[src/hw/rtl/dqls_pkg.sv]
// shared types and constants for the deque with linear search
// no dependencies; imported by every rtl module of the block
package dqls_pkg;

  localparam int unsigned DqlsDepth     = 64;
  localparam int unsigned DqlsDataWidth = 32;
  localparam int unsigned ValueWidth    = 32;
  localparam int unsigned PosWidth      = 6;

  typedef enum logic [1:0] {
    MODE_PUSH_FRONT   = 2'd0,
    MODE_PUSH_REAR    = 2'd1,
    MODE_SEARCH_FRONT = 2'd2,
    MODE_SEARCH_REAR  = 2'd3
  } mode_e;

  typedef enum logic [2:0] {
    ST_PUSHED    = 3'd0,
    ST_FULL      = 3'd1,
    ST_FOUND     = 3'd2,
    ST_NOT_FOUND = 3'd3,
    ST_EMPTY     = 3'd4
  } status_e;

  typedef struct packed {
    mode_e                        mode;
    logic signed [ValueWidth-1:0] value;
  } in_req_t;

  typedef struct packed {
    status_e             status;
    logic [PosWidth-1:0] position;
  } out_rsp_t;

  // controller to datapath
  typedef struct packed {
    logic    latch;
    logic    push;
    logic    search_start;
    logic    search_step;
    logic    res_we;
    status_e res_status;
    logic    out_load;
  } cmd_t;

  // datapath to controller
  typedef struct packed {
    logic is_push;
    logic full;
    logic empty;
    logic match;
    logic last;
  } stat_t;

endpackage

[src/hw/rtl/deque_with_linear_search.sv]
// deque with linear search: push front or rear, search from either end
// a push, a full list and an empty list are resolved in the exec state; a search reads
// one entry per cycle from the ring store until a match or the last entry
// the next request is taken once the result is loaded into the output register
// reset (async, active low) empties the list; store contents are not cleared
module deque_with_linear_search #(
  parameter int unsigned DEPTH      = dqls_pkg::DqlsDepth,
  parameter int unsigned DATA_WIDTH = dqls_pkg::DqlsDataWidth
) (
  input  logic               clk_i,
  input  logic               rst_ni,
  input  logic               in_valid_i,
  output logic               in_ready_o,
  input  dqls_pkg::in_req_t  in_req_i,
  output logic               out_valid_o,
  input  logic               out_ready_i,
  output dqls_pkg::out_rsp_t out_rsp_o
);
  import dqls_pkg::*;

  cmd_t  cmd;
  stat_t stat;

  dqls_ctrl u_ctrl (
    .clk_i       (clk_i),
    .rst_ni      (rst_ni),
    .in_valid_i  (in_valid_i),
    .in_ready_o  (in_ready_o),
    .out_valid_o (out_valid_o),
    .out_ready_i (out_ready_i),
    .stat_i      (stat),
    .cmd_o       (cmd)
  );

  dqls_datapath #(
    .DEPTH      (DEPTH),
    .DATA_WIDTH (DATA_WIDTH)
  ) u_datapath (
    .clk_i     (clk_i),
    .rst_ni    (rst_ni),
    .cmd_i     (cmd),
    .in_req_i  (in_req_i),
    .stat_o    (stat),
    .out_rsp_o (out_rsp_o)
  );

endmodule

[src/hw/rtl/dqls_datapath.sv]
// datapath: ring store, head and count registers, search pipeline, result registers
// depends on dqls_pkg
module dqls_datapath #(
  parameter int unsigned DEPTH      = dqls_pkg::DqlsDepth,
  parameter int unsigned DATA_WIDTH = dqls_pkg::DqlsDataWidth
) (
  input  logic               clk_i,
  input  logic               rst_ni,
  input  dqls_pkg::cmd_t     cmd_i,
  input  dqls_pkg::in_req_t  in_req_i,
  output dqls_pkg::stat_t    stat_o,
  output dqls_pkg::out_rsp_t out_rsp_o
);
  import dqls_pkg::*;

  localparam int unsigned AW   = $clog2(DEPTH);
  localparam int unsigned CW   = $clog2(DEPTH + 1);
  localparam int unsigned AW1  = AW + 1;
  localparam int unsigned PW   = AW + PosWidth;
  localparam logic [AW-1:0] LastIdx  = AW'(DEPTH - 1);
  localparam logic [AW:0]   DepthW   = AW1'(DEPTH);
  localparam logic [CW-1:0] DepthCnt = CW'(DEPTH);

  logic [DATA_WIDTH-1:0] mem_q [DEPTH];

  logic [AW-1:0]         head_q, head_d;
  logic [CW-1:0]         count_q, count_d;
  logic [AW-1:0]         rd_i_q, rd_i_d;
  logic                  cmp_valid_q, cmp_valid_d;
  logic [AW-1:0]         cmp_i_q;
  logic [DATA_WIDTH-1:0] rd_data_q;
  mode_e                 mode_q;
  logic [DATA_WIDTH-1:0] val_q;
  out_rsp_t              res_q, rsp_q;

  logic [63:0]           val_ext;
  logic [CW-1:0]         cnt_m1;
  logic [AW-1:0]         last_pos;
  logic [AW-1:0]         front_addr, rear_addr, wr_addr;
  logic [AW-1:0]         logical, rd_addr;
  logic [PW-1:0]         pos_ext;

  // head plus offset, wrapped once around the ring
  function automatic logic [AW-1:0] ring_idx(logic [AW-1:0] base, logic [AW-1:0] off);
    logic [AW:0] sum;
    sum = {1'b0, base} + {1'b0, off};
    if (sum >= DepthW) sum = sum - DepthW;
    return sum[AW-1:0];
  endfunction

  assign val_ext    = 64'($signed(in_req_i.value));
  assign cnt_m1     = count_q - CW'(1);
  assign last_pos   = cnt_m1[AW-1:0];
  assign front_addr = (head_q == '0) ? LastIdx : head_q - AW'(1);
  assign rear_addr  = ring_idx(head_q, count_q[AW-1:0]);
  assign wr_addr    = (mode_q == MODE_PUSH_FRONT) ? front_addr : rear_addr;
  assign logical    = (mode_q == MODE_SEARCH_FRONT) ? rd_i_q : last_pos - rd_i_q;
  assign rd_addr    = ring_idx(head_q, logical);
  assign pos_ext    = PW'(cmp_i_q);

  always_comb begin
    head_d      = head_q;
    count_d     = count_q;
    rd_i_d      = rd_i_q;
    cmp_valid_d = cmp_valid_q;
    if (cmd_i.push) begin
      if (mode_q == MODE_PUSH_FRONT) head_d = front_addr;
      count_d = count_q + CW'(1);
    end
    if (cmd_i.search_start) begin
      rd_i_d      = '0;
      cmp_valid_d = 1'b0;
    end
    if (cmd_i.search_step) begin
      rd_i_d      = rd_i_q + AW'(1);
      cmp_valid_d = 1'b1;
    end
  end

  always_ff @(posedge clk_i or negedge rst_ni) begin
    if (!rst_ni) begin
      head_q      <= '0;
      count_q     <= '0;
      rd_i_q      <= '0;
      cmp_valid_q <= 1'b0;
    end else begin
      head_q      <= head_d;
      count_q     <= count_d;
      rd_i_q      <= rd_i_d;
      cmp_valid_q <= cmp_valid_d;
    end
  end

  // ring store: one write port, one registered read port
  always_ff @(posedge clk_i) begin
    if (cmd_i.push) mem_q[wr_addr] <= val_q;
    if (cmd_i.search_step) begin
      rd_data_q <= mem_q[rd_addr];
      cmp_i_q   <= rd_i_q;
    end
  end

  always_ff @(posedge clk_i) begin
    if (cmd_i.latch) begin
      mode_q <= in_req_i.mode;
      val_q  <= val_ext[DATA_WIDTH-1:0];
    end
    if (cmd_i.res_we) begin
      res_q.status   <= cmd_i.res_status;
      res_q.position <= (cmd_i.res_status == ST_FOUND) ? pos_ext[PosWidth-1:0] : '0;
    end
    if (cmd_i.out_load) rsp_q <= res_q;
  end

  assign stat_o.is_push = (mode_q == MODE_PUSH_FRONT) || (mode_q == MODE_PUSH_REAR);
  assign stat_o.full    = (count_q == DepthCnt);
  assign stat_o.empty   = (count_q == '0);
  assign stat_o.match   = cmp_valid_q && (rd_data_q == val_q);
  assign stat_o.last    = cmp_valid_q && (cmp_i_q == last_pos);

  assign out_rsp_o = rsp_q;

endmodule

[src/hw/rtl/dqls_ctrl.sv]
// controller: sequences accept, push or search, and result hand-off
// depends on dqls_pkg
module dqls_ctrl (
  input  logic            clk_i,
  input  logic            rst_ni,
  input  logic            in_valid_i,
  output logic            in_ready_o,
  output logic            out_valid_o,
  input  logic            out_ready_i,
  input  dqls_pkg::stat_t stat_i,
  output dqls_pkg::cmd_t  cmd_o
);
  import dqls_pkg::*;

  typedef enum logic [1:0] {
    S_IDLE,
    S_EXEC,
    S_SEARCH,
    S_DONE
  } state_e;

  state_e state_q, state_d;
  logic   out_valid_q, out_valid_d;

  always_comb begin
    cmd_o       = '0;
    cmd_o.res_status = ST_PUSHED;
    state_d     = state_q;
    out_valid_d = out_valid_q && !out_ready_i;
    unique case (state_q)
      S_IDLE: begin
        if (in_valid_i) begin
          cmd_o.latch = 1'b1;
          state_d     = S_EXEC;
        end
      end
      S_EXEC: begin
        if (stat_i.is_push) begin
          cmd_o.res_we = 1'b1;
          if (stat_i.full) begin
            cmd_o.res_status = ST_FULL;
          end else begin
            cmd_o.push       = 1'b1;
            cmd_o.res_status = ST_PUSHED;
          end
          state_d = S_DONE;
        end else if (stat_i.empty) begin
          cmd_o.res_we     = 1'b1;
          cmd_o.res_status = ST_EMPTY;
          state_d          = S_DONE;
        end else begin
          cmd_o.search_start = 1'b1;
          state_d            = S_SEARCH;
        end
      end
      S_SEARCH: begin
        // read of the next entry overlaps the compare of the previous one
        cmd_o.search_step = 1'b1;
        if (stat_i.match) begin
          cmd_o.res_we     = 1'b1;
          cmd_o.res_status = ST_FOUND;
          state_d          = S_DONE;
        end else if (stat_i.last) begin
          cmd_o.res_we     = 1'b1;
          cmd_o.res_status = ST_NOT_FOUND;
          state_d          = S_DONE;
        end
      end
      S_DONE: begin
        if (!out_valid_q || out_ready_i) begin
          cmd_o.out_load = 1'b1;
          out_valid_d    = 1'b1;
          state_d        = S_IDLE;
        end
      end
      default: state_d = S_IDLE;
    endcase
  end

  always_ff @(posedge clk_i or negedge rst_ni) begin
    if (!rst_ni) begin
      state_q     <= S_IDLE;
      out_valid_q <= 1'b0;
    end else begin
      state_q     <= state_d;
      out_valid_q <= out_valid_d;
    end
  end

  assign in_ready_o  = (state_q == S_IDLE);
  assign out_valid_o = out_valid_q;

endmodule

[config.mk]
export PLATFORM = sky130hd
export DESIGN_NAME = deque_with_linear_search
export DESIGN_NICKNAME = d
export VERILOG_FILES = /design/src/hw/rtl/dqls_pkg.sv /design/src/hw/rtl/deque_with_linear_search.sv /design/src/hw/rtl/dqls_datapath.sv /design/src/hw/rtl/dqls_ctrl.sv
export SDC_FILE = /design/constraint.sdc
export NUM_CORES = 2
export LEC_CHECK = 0
export BUFFER_PORTS_ARGS = -buffer_cell sky130_fd_sc_hd__buf_2
export CORE_UTILIZATION = 45
export CTS_CLUSTER_SIZE = 10
export DETAILED_ROUTE_END_ITERATION = 6
export GPL_ROUTABILITY_DRIVEN = 0
export HOLD_SLACK_MARGIN = 0.15
export SETUP_SLACK_MARGIN = 0.3
export SYNTH_ARGS = -nofsm -noshare
export SYNTH_HDL_FRONTEND = slang
export SYNTH_SLANG_ARGS = --single-unit
[constraint.sdc]
create_clock -name clk_i -period 3.92 [get_ports clk_i]
set_clock_uncertainty 0.1 [all_clocks]
set_input_delay 0.392 -clock clk_i [delete_from_list [all_inputs] [get_ports clk_i]]
set_output_delay 0.392 -clock clk_i [all_outputs]
set_load 0.1 [all_outputs]
## After elaboration in Yosys (flattened, before gate mapping)

Memories as Yosys holds them, arrays and structs flattened. A register that Yosys moved wholly into a read port is not among the register bits.
Index checks and enable logic that the tools add are counted.

- Order comparisons: 2
- Reduce and logical (&&, ||, !) cells: 14
- Muxes and demuxes: 36
- Add/sub/neg operators: 9
- Equality and inequality tests: 12

Operators with widths:

| operator | count |
|---|---|
| 6-bit two-way mux | 7 |
| 32-bit equality test | 1 |
| 6-bit by 1-bit subtractor with 6-bit output, second input constant | 4 |
| 1-bit two-way mux | 18 |
| 4-bit two-way mux | 4 |
| 6-bit by 6-bit adder with 7-bit output | 2 |
| 7-bit >= comparator, second input constant | 2 |
| 2-bit two-way mux | 5 |
| 2-bit one-hot mux with 4 select lines | 1 |
| 4-bit one-hot mux with 2 select lines | 1 |
| 7-bit by 1-bit adder with 7-bit output, second input constant | 1 |
| 7-bit equality test, second input constant | 1 |
| 7-bit zero test | 1 |
| 6-bit by 1-bit adder with 6-bit output, second input constant | 1 |
| 2-bit equality test, second input constant | 3 |
| 6-bit equality test | 1 |
| 6-bit zero test | 1 |
| 6-bit subtractor | 1 |
| 2-bit by 1-bit equality test with 1-bit output, second input constant | 2 |
| 2-bit zero test | 2 |
| 3-bit by 2-bit equality test with 1-bit output, second input constant | 1 |
| 1-bit logical AND | 3 |
| 3-bit != test, second input constant | 1 |
| 3-bit AND reduction | 1 |
| 6 further kinds | 8 |

- Register bits after elaboration: 81
- Bits in writable memories: 2048
- Memories: 1
- Logic and storage cells: 87
- Output and inout port bits: 11

Memories:

| name | words | width | read ports | clocked after memory_dff | write ports | line | RTL |
|---|---|---|---|---|---|---|---|
| u_datapath.mem_q | 64 | 32 | 1 | 1 | 1 | dqls_datapath.sv:24 | `logic [DATA_WIDTH-1:0] mem_q [DEPTH];` |

## Depth between registers and ports, before layout

- Depth after elaboration: 7
- Depth in mapped cells: 19
- Mapped depth without buffers: 17

## By module

Synthesis repeated with hierarchy kept, for this count alone.

- Cell total of the unflattened synthesis: 3734
- Area total of the unflattened synthesis: 83814.1 um^2

Modules (own cells, without submodules):

| module | area each (um^2) | cells an instance | instances |
|---|---|---|---|
| dqls_datapath | 83498.8 | 3700 | 1 |
| dqls_ctrl | 315.3 | 34 | 1 |

## Least setup slack after synthesis

Ideal clock, no wire load.

- Path type: reg2reg
- From: register u_datapath.count_q[0]
- To: register u_datapath.rd_data_q[11] (read register of u_datapath.mem_q) (data pin)
- Buffers on the path: 3
- Arrival: 3.891 ns
- Setup slack: -0.350 ns
- Cell stages (with the launch flop): 15
- Cells stage by stage: dfrtp_1 inv_1 ha_1 inv_1 fa_1 nand2_1 o21ai_0 fa_1 clkbuf_1 clkbuf_1 clkbuf_1 mux4_2 mux4_2 mux2i_1 mux2i_1

- Word-level cells in the longest chain between the ends: 6

RTL lines:

| what | line | RTL |
|---|---|---|
| from (decl) | dqls_datapath.sv:27 | `logic [CW-1:0] count_q, count_d;` |
| from (signal assigned) | dqls_datapath.sv:88 | `count_q <= count_d;` |
| 6-bit by 1-bit subtractor with 6-bit output (*) | dqls_datapath.sv:52 | `assign cnt_m1 = count_q - CW'(1);` |
| net u_datapath.cnt_m1[0] | dqls_datapath.sv:37 | `logic [CW-1:0] cnt_m1;` |
| 6-bit subtractor (*) | dqls_datapath.sv:57 | `assign logical = (mode_q == MODE_SEARCH_FRONT) ? rd_i_q : last_pos - rd_i_q;` |
| 6-bit two-way mux (*) | dqls_datapath.sv:57 |  |
| 6-bit by 6-bit adder with 7-bit output (*) | dqls_datapath.sv:46 | `sum = {1'b0, base} + {1'b0, off};` |
| 6-bit by 1-bit subtractor with 6-bit output / 7-bit >= comparator (equally long branches) | dqls_datapath.sv:47 | `if (sum >= DepthW) sum = sum - DepthW;` |
| 6-bit two-way mux (*) | dqls_datapath.sv:47 |  |
| to (decl) | dqls_datapath.sv:31 | `logic [DATA_WIDTH-1:0] rd_data_q;` |

Mark *: on every way through the listed nets, which the timed path passes. The rest lies on a longest branch.
A chain may end at the register's enable or synchronous reset.

## Worst setup path in the final report

- From: register u_datapath.count_q[0]
- To: register u_datapath.rd_data_q[8] (read register of u_datapath.mem_q) (data pin)

The elaborated chain is that of the path after synthesis.

==> impl_metrics.py <==
metrics = {
    "sta": {
        "min_period_over_period_pct": 111.8,
        "relSlewSlack_pct": 24.45,
        "max_freq_ghz": 0.2283,
        "max_slew.worst_pin.slew_ns": 1.133,
        "whs_ns": 0.2158,
        "drv_slew": 0,
        "rsz0062_at_grt": "true",
        "period_needed_ns": 4.381,
        "final-hold-violation-count": 0,
        "setup_viol": 32,
        "setup_ws_ns": -0.4608,
    },
    "status": {
        "failed_checks": "setup timing",
        "status": "complete, but fails checks",
    },
    "route": {
        "via_per_inst": 6.026,
        "finalWirelength_um": 217900,
        "antenna_left": 0,
        "first_pass_iters": 6,
        "post-route-drc-count": 0,
        "wl_per_cell_um": 33.20,
        "vias": 39560,
        "drt_iter0_drc": 4837,
    },
    "floorplanning": {
        "die_x_um": 432.5,
        "dieArea_mm2": 0.1870,
        "die_h_um": 432.5,
        "design.core.area_mm2": 0.1835,
        "start_util_pct": 45.45,
        "rows": 157,
        "io_pins": 49,
    },
    "critical_path": {
        "required_ns": 4.40,
        "reg2reg_from": "u_datapath.count_q[0]",
        "crit_path_start": "u_datapath.count_q[0]",
        "cp_max_fo": 10,
        "critPathArrivalTime_ns": 4.86,
        "crit_path_start_kind": "register",
        "end_kind": "register",
        "worst-setup-path-type": "register to register",
    },
    "synth": {
        "synth_flop_cell": "edfxtp_1",
        "syn_nets": 3500,
        "ys_seq_area_share_pct": 77.68,
        "synth_seq_cells": 2161,
        "yosysWarnings": 0,
        "synth_cells": 3435,
        "ys_types": 53,
        "syn-cell-area_mm2": 0.08339,
        "synthArstFlopShare_pct": 1.064,
        "synth_edf_count": 2138,
        "avgSynthCellArea_um2": 24.28,
    },
    "clock_network": {
        "cts_made_buffers": 236,
        "cts_tree": "built",
        "cts.path.max_buffers": 3,
        "clk_pin_slew_ns": 0.06,
        "clkSinkCount": 2161,
        "cts_root_buffer": "clkbuf_16",
        "insertion_delay_ns": 0.87,
        "cts_max_level": 4,
    },
    "min_path": {
        "min_from": "in_req_i[32]",
        "hold_path_class": "input pin to register",
    },
    "place": {
        "port_buffers": 48,
        "hpwl_um": 115200,
        "dp_slack_ns": -0.9474,
        "numPlacedInstances": 6143,
    },
    "cells_and_area": {
        "layout.nets": 4113,
        "layout.cells.non_filler": 6564,
        "mostFrequentLayoutCell": "edfxtp_1",
        "syn_to_final_growth_pct": 19.52,
        "layout_common_cells": "edfxtp_1, mux4_2, clkbuf_16",
        "drive_above_1_share_pct": 36.64,
    },
    "global_route": {
        "grt-ovfl-total": 0,
        "use_met3_pct": 3.800,
        "met1_usage_pct": 33.97,
        "grt-busiest-layer": "met2",
        "grt_pass1_vias": 40170,
        "grt_max_degree": 65,
        "antenna_found_initial": 5,
        "grt.total_usage_pct": 23.55,
        "grt_pass1_wl_um": 306300,
        "grt_use_met2_pct": 38.08,
    },
    "job": {
        "cap_violations": 0,
    },
}
==> critical path: stages (launching register included) <==
cell and delay [ns]:
dfrtp_2 0.43, inv_2 0.08, ha_4 0.20, inv_4 0.05
fa_2 0.42, nand2_2 0.07, o21ai_2 0.07, fa_4 0.83
buf_12 0.19, buf_4 0.24, mux4_2 0.37, mux4_2 0.54
mux2i_4 0.36, mux2i_1 0.14
==> worst paths after layout <==
| kind | slack, ns | end | cells after the start |
|---|---|---|---|
| hold / removal | 0.22 | u_datapath.mode_q[0] | 2 |
| min in group asynchronous | 0.44 | u_ctrl.out_valid_o | 4 |
| hold reg to reg | 0.31 | u_datapath.out_rsp_o[2] | 0 |
| max in group asynchronous | 3.07 | u_datapath.count_q[0] | 4 |
| setup reg to reg | -0.46 | u_datapath.rd_data_q[8] | 13 |
| setup / recovery | -0.46 | u_datapath.rd_data_q[8] | 13 |
==> area by class of cell <==
class / count / area (um^2)
sequential: 2161 / 64780
clock buffer: 272 / 6093
fill: 13700 / 83810
inverter: 20 / 77.57
tap: 2464 / 3083
antenna: 1 / 2.502
clock inverter: 17 / 277.8
timing repair buffer: 534 / 6649
multi-input combinational: 1095 / 18710
==> sequential cells by signal, summed over array words and instances, names as in the netlist, 2 cells and up <==
name                  count
u_datapath.out_rsp_o      9
u_datapath.head_q         6
u_datapath.rd_data_q     32
u_datapath.cmp_i_q        6
u_datapath.count_q        7
u_datapath.rd_i_q         6
u_ctrl.state_q            2
u_datapath.val_q         32
u_datapath.res_q          9
u_datapath.mem_q       2048
u_datapath.mode_q         2
==> per-layer routing <==
| layer | wire, um | vias up |
|---|---|---|
| met4 | 3993 | 0 |
| met1 | 90260 | 21690 |
| met2 | 107200 | 1703 |
| met5 | 0 | - |
| li1 | - | 15890 |
| met3 | 16450 | 270 |
==> cells in the mapped netlist (all sizes together) (4+ instances only) <==
master / instances / area share [%]
nor2b: 6 / 0.045
dfrtp: 23 / 0.69
mux4: 640 / 17
o21ai: 22 / 0.13
nand3: 18 / 0.11
nor3: 9 / 0.068
inv: 20 / 0.090
xor2: 16 / 0.17
buf: 75 / 0.58
edfxtp: 2138 / 77
a21o: 6 / 0.054
nand2b: 4 / 0.030
mux2i: 98 / 1.2
and3: 5 / 0.039
nand4: 8 / 0.060
nor2: 77 / 0.35
o21a: 5 / 0.045
a21oi: 16 / 0.096
and2: 14 / 0.11
ha: 24 / 0.36
clkbuf: 82 / 0.37
nand2: 39 / 0.18
xnor2: 50 / 0.53
==> kinds of logic (layout without fill, tap and decap cells) <==
kind of cell,Yosys count,in the layout,synth area share [%]
xor+xnor,67,67,0.7217
mux,740,740,18.49
buf+inv,179,843,1.058
compound gates,71,71,0.5417
fa+ha+maj,27,27,0.4321
flops,2161,2161,77.68
simple gates,190,190,1.076
other cells,0,1,0
==> per-stage QoR <==
step           TNS [ns]  cell area (um^2)  utilization, %
5_1_grt          -15.89             99670           54.32
2_1_floorplan         0             84000               -
3_5_place_dp     -19.38             90780           49.48
3_3_place_gp     -19.68             90780           49.48
6_report         -12.31             99670           54.32
4_1_cts          -12.11             99260           54.10
==> repair_timing <==
| action | in CTS | in global routing |
|---|---|---|
| endpoints found under the setup margin | 32 | 109 |
| hold buffers | 64 | 0 |
| endpoints found under the hold margin | 60 | 0 |
| resized for setup | 108 | 31 |
| gates cloned | 17 | 8 |
| setup buffers | 33 | 9 |
| pin swaps | 4 | 8 |
Power is not shown: default switching activity piles up to over one toggle a cycle in this logic, so the estimate is an artifact.
